<file path="src/gafs_pkg.sv">
// ----------------------------------------------------------------------------
// gafs_pkg
// Shared types, constants and fixed point helpers of the fitness scaler.
// ----------------------------------------------------------------------------
package gafs_pkg;

  localparam int FRAC_BITS = 16;
  localparam int WIDE      = 66;
  localparam int DIV_STEPS = 48;

  // mode codes
  localparam logic [2:0] MODE_NONE   = 3'd0;
  localparam logic [2:0] MODE_WINDOW = 3'd1;
  localparam logic [2:0] MODE_RANK   = 3'd2;
  localparam logic [2:0] MODE_LINEAR = 3'd3;
  localparam logic [2:0] MODE_SIGMA  = 3'd4;

  // register indexes
  localparam logic [2:0] REG_MODE  = 3'd0;
  localparam logic [2:0] REG_SCALE = 3'd1;
  localparam logic [2:0] REG_BEST  = 3'd2;
  localparam logic [2:0] REG_WORST = 3'd3;
  localparam logic [2:0] REG_AVG   = 3'd4;
  localparam logic [2:0] REG_DEV   = 3'd5;
  localparam logic [2:0] REG_POP   = 3'd6;

  localparam logic signed [WIDE-1:0] FRAC_MASK = (66'sd1 <<< FRAC_BITS) - 66'sd1;
  localparam logic [31:0] ONE_Q    = 32'd1 << FRAC_BITS;
  localparam logic [31:0] ONE_Q_P1 = (32'd1 << FRAC_BITS) + 32'd1;

  // coefficient sequencer states
  typedef enum logic [3:0] {
    CS_IDLE, CS_L0, CS_L1, CS_L2, CS_L3, CS_DV,
    CS_A0, CS_A1, CS_A2, CS_A3, CS_B0, CS_B1,
    CS_G0, CS_G1, CS_G2
  } cstate_t;

  // coefficients derived from configuration
  typedef struct packed {
    logic signed [31:0] a;
    logic signed [31:0] b;
    logic signed [47:0] so;
    logic               flag;
  } coef_t;

  // clip to 32-bit signed range, flag in the top bit
  function automatic logic [32:0] sat32(input logic signed [WIDE-1:0] v);
    logic [32:0] res;
    if (v > 66'sd2147483647) res = {1'b1, 32'h7fffffff};
    else if (v < -66'sd2147483648) res = {1'b1, 32'h80000000};
    else res = {1'b0, v[31:0]};
    return res;
  endfunction

  // divide by 2^FRAC_BITS, rounding toward zero
  function automatic logic signed [WIDE-1:0] trunc_frac(input logic signed [WIDE-1:0] v);
    logic signed [WIDE-1:0] adj;
    adj = v + (v[WIDE-1] ? FRAC_MASK : 66'sd0);
    return adj >>> FRAC_BITS;
  endfunction

endpackage

</file>
<file path="src/gafs_pipe.sv">
// ----------------------------------------------------------------------------
// gafs_pipe
// Four-stage per-request datapath: mode select, multiply, add, saturate.
// ----------------------------------------------------------------------------
module gafs_pipe import gafs_pkg::*; (
  input  logic               clk,
  input  logic               rst,
  input  logic               en,
  input  logic               acc,
  input  logic signed [31:0] r,
  input  logic [9:0]         rank,
  input  logic [2:0]         mode,
  input  logic signed [31:0] worst,
  input  logic [10:0]        pop,
  input  coef_t              coef,
  output logic               vld,
  output logic signed [31:0] scaled,
  output logic               sat
);

  logic                   v1, v2, v3;
  logic signed [31:0]     r1;
  logic signed [49:0]     x1, x2, x3;
  logic signed [63:0]     prod2;
  logic signed [47:0]     lin3;
  logic signed [49:0]     x0;
  logic signed [WIDE-1:0] sel;
  logic [32:0]            res;

  // stage 1: non-linear modes
  always_comb begin
    case (mode)
      MODE_WINDOW: x0 = 50'(r) - 50'(worst);
      MODE_RANK:   x0 = (50'($signed({1'b0, pop})) - 50'sd1
                         - 50'($signed({1'b0, rank}))) <<< FRAC_BITS;
      MODE_SIGMA:  x0 = 50'(r) - 50'(coef.so);
      default:     x0 = 50'(r);
    endcase
  end

  // valid bits
  always_ff @(posedge clk) begin
    if (rst) begin
      v1  <= 1'b0;
      v2  <= 1'b0;
      v3  <= 1'b0;
      vld <= 1'b0;
    end else if (en) begin
      v1  <= acc;
      v2  <= v1;
      v3  <= v2;
      vld <= v3;
    end
  end

  // data stages
  assign sel = (mode == MODE_LINEAR) ? 66'(lin3) : 66'(x3);
  assign res = sat32(sel);

  always_ff @(posedge clk) begin
    if (en) begin
      r1     <= r;
      x1     <= x0;
      prod2  <= 64'(r1 * coef.a);
      x2     <= x1;
      lin3   <= 48'(trunc_frac(66'(prod2))) + 48'(coef.b);
      x3     <= x2;
      scaled <= res[31:0];
      sat    <= res[32] | ((mode == MODE_LINEAR) & coef.flag);
    end
  end

endmodule

</file>
<file path="config.mk">
export PLATFORM = sky130hd
export DESIGN_NAME = gafs_pipe
export DESIGN_NICKNAME = d
export VERILOG_FILES = /design/src/gafs_pkg.sv /design/src/gafs_pipe.sv
export SDC_FILE = /design/constraint.sdc
export NUM_CORES = 2
export LEC_CHECK = 0
export BUFFER_PORTS_ARGS = -buffer_cell sky130_fd_sc_hd__buf_2
export CAP_MARGIN = 10
export CORE_MARGIN = 5
export CORE_UTILIZATION = 51
export CTS_BUF_LIST = sky130_fd_sc_hd__clkbuf_4 sky130_fd_sc_hd__clkbuf_8
export CTS_CLUSTER_SIZE = 14
export DETAILED_ROUTE_END_ITERATION = 10
export PLACE_DENSITY = 0.66
export SETUP_SLACK_MARGIN = 0.1
export SYNTH_ARGS = -nofsm -noshare
export SYNTH_HDL_FRONTEND = slang
export SYNTH_SLANG_ARGS = --single-unit
</file>
<file path="constraint.sdc">
create_clock -name clk -period 26.7 [get_ports clk]
set_input_delay 4.005 -clock clk [delete_from_list [all_inputs] [get_ports clk]]
set_output_delay 4.005 -clock clk [all_outputs]
set_load 0.03 [all_outputs]
</file>
==> flow_summary.ini <==
[sta]
timing.slew.headroom = 0.274
grt_setup_unrepaired = false
final.setup_skew_ns = 0.0299
worst-slew-pin-transition_ns = 1.09
fin_crit_ns = 12.30
setup_violations = 0
final-max-slew-violation-count = 0
setup_slack_after_layout_ns = 14.40
timing.setup.tns_ns = 0
fmax_mhz = 81.3
period_share = 0.461
final_hold_viols = 0

[hold_path]
worstHoldPathCells = 0
min-delay-path-class = reg2reg

[synth]
synth.top_cells.by_area = sky130_fd_sc_hd__fa_1 39%, sky130_fd_sc_hd__edfxtp_1 17%, sky130_fd_sc_hd__inv_1 7.7%, sky130_fd_sc_hd__ha_1 7.6%, sky130_fd_sc_hd__and2_1 6.0%
synth.yosys.seq_area_share = 0.176
ffs_w_async_s_r_synth = 0
syn_area_per_cell_um2 = 9.79
post_synth_inst_count = 5700
netlist_area_before_placement_um2 = 55800
synth_top_cell_area_share = 0.390
ys_seq_elements = 328
synth_area_leader_cell = sky130_fd_sc_hd__fa_1
postSynth.topFlopCell = sky130_fd_sc_hd__edfxtp_1
synth_cell_types = 79
synth_nets = 7328
synth_enable_flop_cells = 324
yosysWarnings = 0

[critical_path]
worst_r2r_path_depth = 27
timing.critical_path.required_ns = 27.03
crit_fanout = 32
cp-start-kind = input pin
cp-end-kind = register
critical_path_class = in2reg
crit_arrival_ns = 12.63

[cts]
clock_latency_reported_for_the_late_side_of_the_worst_skew_pair_ns = 0.60
cts-resized-gates = 0
cts_inserted_buffers = 47
cts.htree.levels = 2
cts-hold-fix-buffers = 0
tritoncts = built
clock-sinks = 328
count_of_buffers_added_by_post_cts_timing_repair_for_setup = 0
cts.clk_slew.worst_paths_ns = 0.07
ctsRootBufferMaster = sky130_fd_sc_hd__clkbuf_8
cts.path.max_buffers = 3

[detailed_routing]
wl_per_cell_um = 20.5
routed_wirelength_um = 148000
detail_route.first_pass.iterations = 6
postRouteAntennaNets = 0
num_vias = 40200
drtIter0Drc = 2856
drc = 0
viasPerCell = 5.54

[finish]
layout_commonest_cell = sky130_fd_sc_hd__inv_1
final_layout_size_suffix_gt1_frac = 0.0664
synthToLayoutAreaGrowth_pct = 6.09
mostFrequentLayoutCells = 1150 x sky130_fd_sc_hd__inv_1, 1086 x sky130_fd_sc_hd__fa_1, 613 x sky130_fd_sc_hd__nand2_1
finalNetCount = 7420

[grt]
grt.total_usage = 0.260
grt_pass1_wl_um = 238000
antenna_found_initial = 17
vias_in_the_first_global_route = 43400
globalRoute.totalOverflow = 0
pin_count_of_the_biggest_net_entering_global_routing = 100

[placed_design]
place_worst_setup_slack_ns = 13.83
dpl.hpwl_um = 117000
buffer_ports.inserted = 238
place_congestion = 0.948

[floorplanning]
fp.coreArea_um2 = 109000
die_area_um2 = 116000
floorplan.rows = 121
die_y_um = 341
floorplan.die.width_um = 341
starting_density = 0.513
num_io_pins = 239

[run]
drv_cap = 0

[outcome]
run_status = completed
## critical path, stage by stage
cell and delay, ns:
sky130_fd_sc_hd__buf_2 0.52, sky130_fd_sc_hd__nand2_1 0.25, sky130_fd_sc_hd__inv_1 0.14, sky130_fd_sc_hd__fa_1 0.40
sky130_fd_sc_hd__inv_1 0.25, sky130_fd_sc_hd__fa_1 0.51, sky130_fd_sc_hd__fa_1 0.58, sky130_fd_sc_hd__inv_1 0.09
sky130_fd_sc_hd__fa_1 0.78, sky130_fd_sc_hd__inv_1 0.50, sky130_fd_sc_hd__fa_1 0.68, sky130_fd_sc_hd__inv_1 0.05
sky130_fd_sc_hd__fa_1 0.47, sky130_fd_sc_hd__fa_1 0.54, sky130_fd_sc_hd__inv_1 0.05, sky130_fd_sc_hd__fa_1 0.53
sky130_fd_sc_hd__inv_1 0.04, sky130_fd_sc_hd__ha_1 0.39, sky130_fd_sc_hd__and4_1 0.23, sky130_fd_sc_hd__nor2b_1 0.13
sky130_fd_sc_hd__a41o_1 0.22, sky130_fd_sc_hd__a21oi_1 0.22, sky130_fd_sc_hd__a21oi_1 0.19, sky130_fd_sc_hd__a41oi_1 0.37
sky130_fd_sc_hd__nand3_1 0.12, sky130_fd_sc_hd__a31oi_1 0.24, sky130_fd_sc_hd__xnor2_1 0.10
## metrics by stage
stage	std cells	hold WS, ns	util	area (um^2)
CTS	7244	0.403	0.544	59100
floorplan	5700	0.400	-	55800
detailed placement	7157	0.405	0.535	58200
global placement	7157	0.401	0.535	58200
finish	7257	0.406	0.544	59200
global route	7253	0.413	0.544	59200
## final timing paths
kind | slack [ns] | start | endpoint
setup reg to reg | 17.69 | r1[31] | prod2[62]
hold reg to reg | 0.41 | x2[17] | x3[17]
setup / recovery | 14.40 | coef[86] | prod2[62]
hold / removal | 0.41 | x2[17] | x3[17]
## final cells by class
type,instances,area (um^2)
clock inverter,26,190
antenna,13,32.5
clock buffer,61,752
fill,9818,49500
sequential,328,9810
tap,1414,1770
multi-input combinational,3978,40700
inverter,1151,4320
timing repair buffer,286,1560
## synthesized netlist by cell type (60+ instances only)
library cell               number
sky130_fd_sc_hd__xnor2_1      158
sky130_fd_sc_hd__nor2_1       170
sky130_fd_sc_hd__a21o_1        78
sky130_fd_sc_hd__a21oi_1      214
sky130_fd_sc_hd__fa_1        1086
sky130_fd_sc_hd__clkbuf_1     241
sky130_fd_sc_hd__inv_1       1150
sky130_fd_sc_hd__ha_1         337
sky130_fd_sc_hd__nand3_1       60
sky130_fd_sc_hd__edfxtp_1     324
sky130_fd_sc_hd__xor2_1        81
sky130_fd_sc_hd__nand2_1      613
sky130_fd_sc_hd__and2_1       537
sky130_fd_sc_hd__o21ai_0      144
## metal layers
| metal | wire (um) | GRT usage | share of wire |
|---|---|---|---|
| met4 | 7720 | 0.111 | 0.052 |
| met3 | 6980 | 0.0262 | 0.047 |
| met1 | 58400 | 0.326 | 0.39 |
| met2 | 75300 | 0.460 | 0.51 |
| met5 | 0 | 0 | 0 |
## sequential cells by signal, summed over array words and instances (netlist names)
name	count
v1	1
r1	32
lin3	48
prod2	64
x2	49
vld	1
v2	1
sat	1
x1	49
scaled	32
v3	1
x3	49
## logic make-up after synthesis
| kind of cell | share of synthesized area |
|---|---|
| xor+xnor | 0.0375 |
| mux | 0.00666 |
| simple gates | 0.142 |
| fa+ha+maj | 0.466 |
| compound gates | 0.0786 |
| flops | 0.176 |
| buf+inv | 0.0940 |
Power is left out: the tool's default activity adds up to more than one toggle a clock period on the data nets, which glitch-free logic cannot reach.
