[config.mk]
export PLATFORM = sky130hd
export DESIGN_NAME = gafs_coef
export DESIGN_NICKNAME = d
export VERILOG_FILES = /design/src/gafs_pkg.sv /design/src/gafs_div.sv /design/src/gafs_coef.sv
export SDC_FILE = /design/constraint.sdc
export NUM_CORES = 2
export LEC_CHECK = 0
export ABC_AREA = 1
export BUFFER_PORTS_ARGS = -buffer_cell sky130_fd_sc_hd__buf_4
export CORE_UTILIZATION = 50
export CTS_CLUSTER_SIZE = 25
export DETAILED_ROUTE_END_ITERATION = 8
export MAX_ROUTING_LAYER = met4
export PLACE_DENSITY_LB_ADDON = 0.3
export SLEW_MARGIN = 0
export SYNTH_ARGS = -nofsm -noshare
export SYNTH_HDL_FRONTEND = slang
export SYNTH_SLANG_ARGS = --single-unit
export TNS_END_PERCENT = 100
[constraint.sdc]
create_clock -name clk -period 18.1 [get_ports clk]
set_input_delay 5.43 -clock clk [delete_from_list [all_inputs] [get_ports clk]]
set_output_delay 5.43 -clock clk [all_outputs]
set_load 0.1 [all_outputs]
[src/gafs_pkg.sv]
// ----------------------------------------------------------------------------
// gafs_pkg
// Shared types, constants and fixed point helpers of the fitness scaler.
// ----------------------------------------------------------------------------
package gafs_pkg;

  localparam int FRAC_BITS = 16;
  localparam int WIDE      = 66;
  localparam int DIV_STEPS = 48;

  // mode codes
  localparam logic [2:0] MODE_NONE   = 3'd0;
  localparam logic [2:0] MODE_WINDOW = 3'd1;
  localparam logic [2:0] MODE_RANK   = 3'd2;
  localparam logic [2:0] MODE_LINEAR = 3'd3;
  localparam logic [2:0] MODE_SIGMA  = 3'd4;

  // register indexes
  localparam logic [2:0] REG_MODE  = 3'd0;
  localparam logic [2:0] REG_SCALE = 3'd1;
  localparam logic [2:0] REG_BEST  = 3'd2;
  localparam logic [2:0] REG_WORST = 3'd3;
  localparam logic [2:0] REG_AVG   = 3'd4;
  localparam logic [2:0] REG_DEV   = 3'd5;
  localparam logic [2:0] REG_POP   = 3'd6;

  localparam logic signed [WIDE-1:0] FRAC_MASK = (66'sd1 <<< FRAC_BITS) - 66'sd1;
  localparam logic [31:0] ONE_Q    = 32'd1 << FRAC_BITS;
  localparam logic [31:0] ONE_Q_P1 = (32'd1 << FRAC_BITS) + 32'd1;

  // coefficient sequencer states
  typedef enum logic [3:0] {
    CS_IDLE, CS_L0, CS_L1, CS_L2, CS_L3, CS_DV,
    CS_A0, CS_A1, CS_A2, CS_A3, CS_B0, CS_B1,
    CS_G0, CS_G1, CS_G2
  } cstate_t;

  // coefficients derived from configuration
  typedef struct packed {
    logic signed [31:0] a;
    logic signed [31:0] b;
    logic signed [47:0] so;
    logic               flag;
  } coef_t;

  // clip to 32-bit signed range, flag in the top bit
  function automatic logic [32:0] sat32(input logic signed [WIDE-1:0] v);
    logic [32:0] res;
    if (v > 66'sd2147483647) res = {1'b1, 32'h7fffffff};
    else if (v < -66'sd2147483648) res = {1'b1, 32'h80000000};
    else res = {1'b0, v[31:0]};
    return res;
  endfunction

  // divide by 2^FRAC_BITS, rounding toward zero
  function automatic logic signed [WIDE-1:0] trunc_frac(input logic signed [WIDE-1:0] v);
    logic signed [WIDE-1:0] adj;
    adj = v + (v[WIDE-1] ? FRAC_MASK : 66'sd0);
    return adj >>> FRAC_BITS;
  endfunction

endpackage

[src/gafs_div.sv]
// ----------------------------------------------------------------------------
// gafs_div
// Restoring divider, one quotient bit per cycle, signed result.
// ----------------------------------------------------------------------------
module gafs_div import gafs_pkg::*; (
  input  logic               clk,
  input  logic               rst,
  input  logic               start,
  input  logic [47:0]        num_mag,
  input  logic [32:0]        den_mag,
  input  logic               neg,
  output logic               done,
  output logic signed [48:0] quo_s
);

  logic [32:0] rem;
  logic [47:0] quo;
  logic [32:0] den;
  logic [5:0]  cnt;
  logic        sign;
  logic        run;
  logic [33:0] rem_sh;
  logic        fits;

  assign rem_sh = {rem, quo[47]};
  assign fits   = rem_sh >= {1'b0, den};

  // control
  always_ff @(posedge clk) begin
    if (rst) begin
      run  <= 1'b0;
      cnt  <= '0;
      done <= 1'b0;
    end else begin
      done <= 1'b0;
      if (start) begin
        run <= 1'b1;
        cnt <= 6'(DIV_STEPS);
      end else if (run) begin
        cnt <= cnt - 6'd1;
        if (cnt == 6'd1) begin
          run  <= 1'b0;
          done <= 1'b1;
        end
      end
    end
  end

  // datapath; the remainder stays below the divisor
  always_ff @(posedge clk) begin
    if (start) begin
      rem  <= '0;
      quo  <= num_mag;
      den  <= den_mag;
      sign <= neg;
    end else if (run) begin
      rem <= fits ? 33'(rem_sh - {1'b0, den}) : rem_sh[32:0];
      quo <= {quo[46:0], fits};
    end
  end

  assign quo_s = sign ? -$signed({1'b0, quo}) : $signed({1'b0, quo});

endmodule

[src/gafs_coef.sv]
// ----------------------------------------------------------------------------
// gafs_coef
// Derives linear and sigma coefficients from configuration with one shared
// multiplier and an iterative divider; busy while it runs.
// ----------------------------------------------------------------------------
module gafs_coef import gafs_pkg::*; (
  input  logic               clk,
  input  logic               rst,
  input  logic               restart,
  input  logic [30:0]        sf,
  input  logic signed [31:0] mx,
  input  logic signed [31:0] mn,
  input  logic signed [31:0] av,
  input  logic [30:0]        dev,
  output coef_t              coef,
  output logic               busy
);

  cstate_t state, state_next;

  logic signed [32:0]     opx, opy;
  logic signed [WIDE-1:0] prod, p1, tnum;
  logic signed [31:0]     aa;
  logic                   cond_a;

  logic [31:0]            f;
  logic signed [32:0]     f1;
  logic signed [WIDE-1:0] tnum_c;
  logic                   cond_c;
  logic signed [32:0]     d_c;
  logic [32:0]            dmag;
  logic                   div_start, div_done;
  logic signed [48:0]     quo_s;
  logic [32:0]            q_sat, t_sat, m_sat;

  // clamped factor
  assign f  = ({1'b0, sf} < ONE_Q_P1) ? ONE_Q_P1 : {1'b0, sf};
  assign f1 = $signed({1'b0, f}) - $signed({1'b0, ONE_Q});

  // compare and denominator, valid in CS_L3
  assign tnum_c = (66'(mx) <<< FRAC_BITS) - prod;
  assign cond_c = p1 > -tnum_c;
  assign d_c    = cond_c ? 33'(mx) - 33'(av) : 33'(av) - 33'(mn);
  assign dmag   = d_c[32] ? 33'(-d_c) : 33'(d_c);

  assign div_start = (state == CS_L3) && (d_c != 33'sd0);

  gafs_div u_div (
    .clk     (clk),
    .rst     (rst),
    .start   (div_start),
    .num_mag ({(av[31] ? 32'(-av) : 32'(av)), 16'h0}),
    .den_mag (dmag),
    .neg     (av[31] ^ d_c[32]),
    .done    (div_done),
    .quo_s   (quo_s)
  );

  assign q_sat = sat32(66'(quo_s));
  assign t_sat = sat32(trunc_frac(tnum));
  assign m_sat = (state == CS_B1) ? sat32(trunc_frac(-prod)) : sat32(trunc_frac(prod));

  // state register
  always_ff @(posedge clk) begin
    if (rst) state <= CS_L0;
    else if (restart) state <= CS_L0;
    else state <= state_next;
  end

  // next state
  always_comb begin
    state_next = state;
    case (state)
      CS_IDLE: state_next = CS_IDLE;
      CS_L0:   state_next = CS_L1;
      CS_L1:   state_next = CS_L2;
      CS_L2:   state_next = CS_L3;
      CS_L3:   state_next = (d_c == 33'sd0) ? CS_G0 : CS_DV;
      CS_DV:   if (div_done) state_next = cond_a ? CS_A0 : CS_B0;
      CS_A0:   state_next = CS_A1;
      CS_A1:   state_next = CS_A2;
      CS_A2:   state_next = CS_A3;
      CS_A3:   state_next = CS_G0;
      CS_B0:   state_next = CS_B1;
      CS_B1:   state_next = CS_G0;
      CS_G0:   state_next = CS_G1;
      CS_G1:   state_next = CS_G2;
      CS_G2:   state_next = CS_IDLE;
      default: state_next = CS_IDLE;
    endcase
  end

  assign busy = (state != CS_IDLE);

  // shared multiplier, registered
  always_ff @(posedge clk) begin
    prod <= 66'(opx * opy);
  end

  // datapath
  always_ff @(posedge clk) begin
    case (state)
      CS_L0: begin
        opx       <= 33'(mn);
        opy       <= f1;
        coef.flag <= 1'b0;
      end
      CS_L1: begin
        opx <= $signed({1'b0, f});
        opy <= 33'(av);
      end
      CS_L2: p1 <= prod;
      CS_L3: begin
        tnum   <= tnum_c;
        cond_a <= cond_c;
        if (d_c == 33'sd0) begin
          coef.a <= $signed(ONE_Q);
          coef.b <= 32'sd0;
        end
      end
      CS_DV: begin
        if (div_done) begin
          coef.flag <= coef.flag | q_sat[32];
          if (cond_a) aa <= q_sat[31:0];
          else begin
            coef.a <= q_sat[31:0];
            opx    <= 33'(mn);
            opy    <= 33'($signed(q_sat[31:0]));
          end
        end
      end
      CS_A0: begin
        coef.flag <= coef.flag | t_sat[32];
        opx       <= 33'(aa);
        opy       <= 33'($signed(t_sat[31:0]));
      end
      CS_A1: begin
        opx <= 33'(aa);
        opy <= f1;
      end
      CS_A2: begin
        coef.b    <= m_sat[31:0];
        coef.flag <= coef.flag | m_sat[32];
      end
      CS_A3: begin
        coef.a    <= m_sat[31:0];
        coef.flag <= coef.flag | m_sat[32];
      end
      CS_B1: begin
        coef.b    <= m_sat[31:0];
        coef.flag <= coef.flag | m_sat[32];
      end
      CS_G0: begin
        opx <= $signed({2'b0, sf});
        opy <= $signed({2'b0, dev});
      end
      CS_G2: coef.so <= 48'(av) - 48'(prod >>> FRAC_BITS);
      default: ;
    endcase
  end

endmodule

==> qor.yml <==
route:
  vias: 85310
  wl_per_cell_um: 29.27
  ant_nets: 0
  avgViaCountPerCell: 6.087
  firstDrtPassIters: 9
  wl_um: 410200
  drc_errors: 22
  drtIter0Drc: 11750
synth:
  synth_cell_types: 72
  synth_area_sq_um: 85370
  synth_area_per_cell_sq_um: 7.415
  ys_warn_count: 0
  async_flop_share_pct: 0
  postSynthCellCount: 11510
  ys.flop_type: "edfxtp_1"
  synth.top_cell.area_share_pct: 26.43
  synth_seq_cells: 535
  yosysSeqAreaShare_pct: 17.33
  synth_edf_count: 408
  syn_nets: 13330
  synth_area_leaders: "fa_1 (26%), edfxtp_1 (14%), nand2_1 (13%)"
  synth_top_area_cell: "fa_1"
grt:
  antenna_found_initial: 45
  grt_max_degree: 63
  grt_pass1_wl_um: 584100
  grt_pass1_vias: 86750
  grt_use_total_pct: 48.54
  grt-ovfl-total: 0
timing:
  max_freq_mhz: 62.98
  period_needed_ns: 15.88
  min_period_over_period_pct: 87.72
  finalClockSkew_ns: 0.06070
  setup_viol: 0
  worst_slew_pin_slew_ns: 1.330
  setup-tns-final_ns: 0
  relSlewSlack_pct: 11.26
  drv_slew: 0
  hold_violations: 0
  rsz0062_at_grt: "no"
layout:
  final_common_cell: "nand2_1"
  num-fill-cells: 15270
  stdcell_area_sq_um: 92650
  fin_nets: 13520
  layout-drive-gt1-share_pct: 6.280
  final_cell_mix: "nand2_1 (3059), inv_1 (2381), fa_1 (1127)"
  areaGrowthSynthToFinish_pct: 8.533
floorplan:
  dieWidth_um: 415.2
  io_pins: 275
  initial_utilization_pct: 50.37
  num_rows: 151
  die_y_um: 415.2
  coreArea_sq_um: 169500
  dieArea_sq_um: 172400
clock_tree:
  clock-sinks: 535
  htree_levels: 3
  clockBufferDepth: 3
  numCtsBuffers: 68
  cts_tree: "done"
  cts-root-buf: "clkbuf_16"
  cts_setup_buffers: 0
  ctsResizeCount: 0
  cts_hold_buf: 0
  clk_pin_slew_ns: 0.06
  clock_latency_ns: 0.71
worst_setup_path:
  crit-reg2reg-capture: "u_div.quo[7]"
  worst-r2r-cell-count: 49
  cp_common_cell: "nand2_1"
  regToRegStartpoint: "prod[0]"
  cp-end-kind: "flip-flop"
  slowest_delay_ns: 0.70
  worstSetupPathType: "input pin to flip-flop"
  cp.required_ns: 18.71
  crit_path_max_fanout: 47
  cp-start-kind: "input pin"
  slowest_stage: "xor2_1"
  arrival_ns: 16.48
  r2r_slack_ns: 5.45
hold_path:
  hp-class: "flip-flop to flip-flop"
  hold_path_end: "p1[1]"
  min_path_cells: 0
  hp-start: "prod[1]"
outcome:
  status: "finished with violations"
  violations: "design-rule violations"
job:
  maxCapViolations: 0
placement:
  placed_area_sq_um: 90310
  place_hpwl_um: 337300
  numPortBuffers: 274
  routabilityCongestion: 1.152
[how the worst max path moves through the flow]
stage                     start            end  slack (ns)  cells after the start
after floorplan           mx[2]      coef[100]        3.14                     45
after global placement    mx[4]  u_div.quo[12]        1.97                     45
after detailed placement  mx[4]  u_div.quo[12]        1.84                     45
after CTS                 mx[4]  u_div.quo[10]        2.52                     45
after global routing      mx[4]  u_div.quo[10]        1.44                     46
final                     mx[4]   u_div.quo[7]        2.22                     45
[worst max-delay path, delay by kind of cell]
kind / cells / cell delay [ns]
adder cells (fa/ha/maj): 4 / 1.44
XOR/XNOR: 1 / 0.70
AO/OA/AOI/OAI: 10 / 2.34
buffers and inverters: 7 / 1.90
AND/OR/NAND/NOR: 23 / 4.60
[per-layer routing]
| metal | wire, um | track usage (%) | vias to the layer above |
|---|---|---|---|
| met5 | 0 | - | - |
| met4 | 33910 | 32.08 | 0 |
| met2 | 173700 | 69.68 | 6527 |
| met1 | 151100 | 58.43 | 40760 |
| met3 | 51430 | 15.41 | 2033 |
| li1 | - | - | 35990 |
[area by class of cell]
type	count	area (sq um)	area share [%]
clock inverter	39	391.6	0.4227
multi-input combinational	8231	60320	65.11
timing repair buffer	447	3356	3.622
inverter	2416	9070	9.789
sequential	535	14800	15.97
tap	2218	2775	2.995
clock buffer	83	1828	1.973
antenna	45	112.6	0.1215
[through the flow]
stage               worst slack, ns  util (%)  hold slack, ns  instances
finish                        2.223     54.67          0.4913      14010
CTS                           2.516     54.60          0.4927      13970
detailed placement            1.838     53.29          0.4817      13850
floorplan                     3.136         -          0.4064      11510
global placement              1.966     53.29          0.4664      13850
global route                  1.435     54.66          0.4980      14010
[cell families (layout without fill, tap and decap cells)]
group / count (synthesis) / after routing / share of synthesized area (%)
compound gates: 1130 / 1130 / 7.733
xor+xnor: 411 / 411 / 4.217
fa+ha+maj: 1656 / 1656 / 34.18
buf+inv: 2747 / 2985 / 12.14
flops: 535 / 535 / 17.33
other cells: 0 / 45 / 0
simple gates: 5034 / 5034 / 24.40
[flip-flops by register name (all words and copies together) (netlist names), 6 cells and up]
register	cells
u_div.den	33
prod	66
tnum	66
p1	66
aa	32
coef	113
u_div.rem	33
opy	32
opx	32
u_div.quo	48
u_div.cnt	6
[synth_stat cells (10+ instances only)]
master and n:
nor2_2 31, o21a_1 29, inv_2 23, edfxtp_1 408, o21bai_1 23, o21ai_1 20
a21boi_0 23, or2_2 52, buf_1 11, nor3_1 150, a21o_1 29, a21oi_1 452
nand3_1 429, a32o_1 11, o221ai_1 11, dfxtp_1 127, nand4_1 176, nand2_1 3060
xor2_1 276, o211ai_1 51, ha_1 529, clkbuf_1 298, a221oi_1 16, o22ai_1 14
inv_1 2381, clkinv_1 11, nor4_1 52, a22oi_1 30, a31oi_1 69, and3_1 11
buf_2 18, xnor2_1 135, nand2_2 20, o31ai_1 10, nand3b_1 24, nor2_1 986
fa_1 1127, o21ai_0 293, nor2_4 15
Power is not shown: default switching activity piles up to over one toggle a cycle in this logic, so the estimate is an artifact.
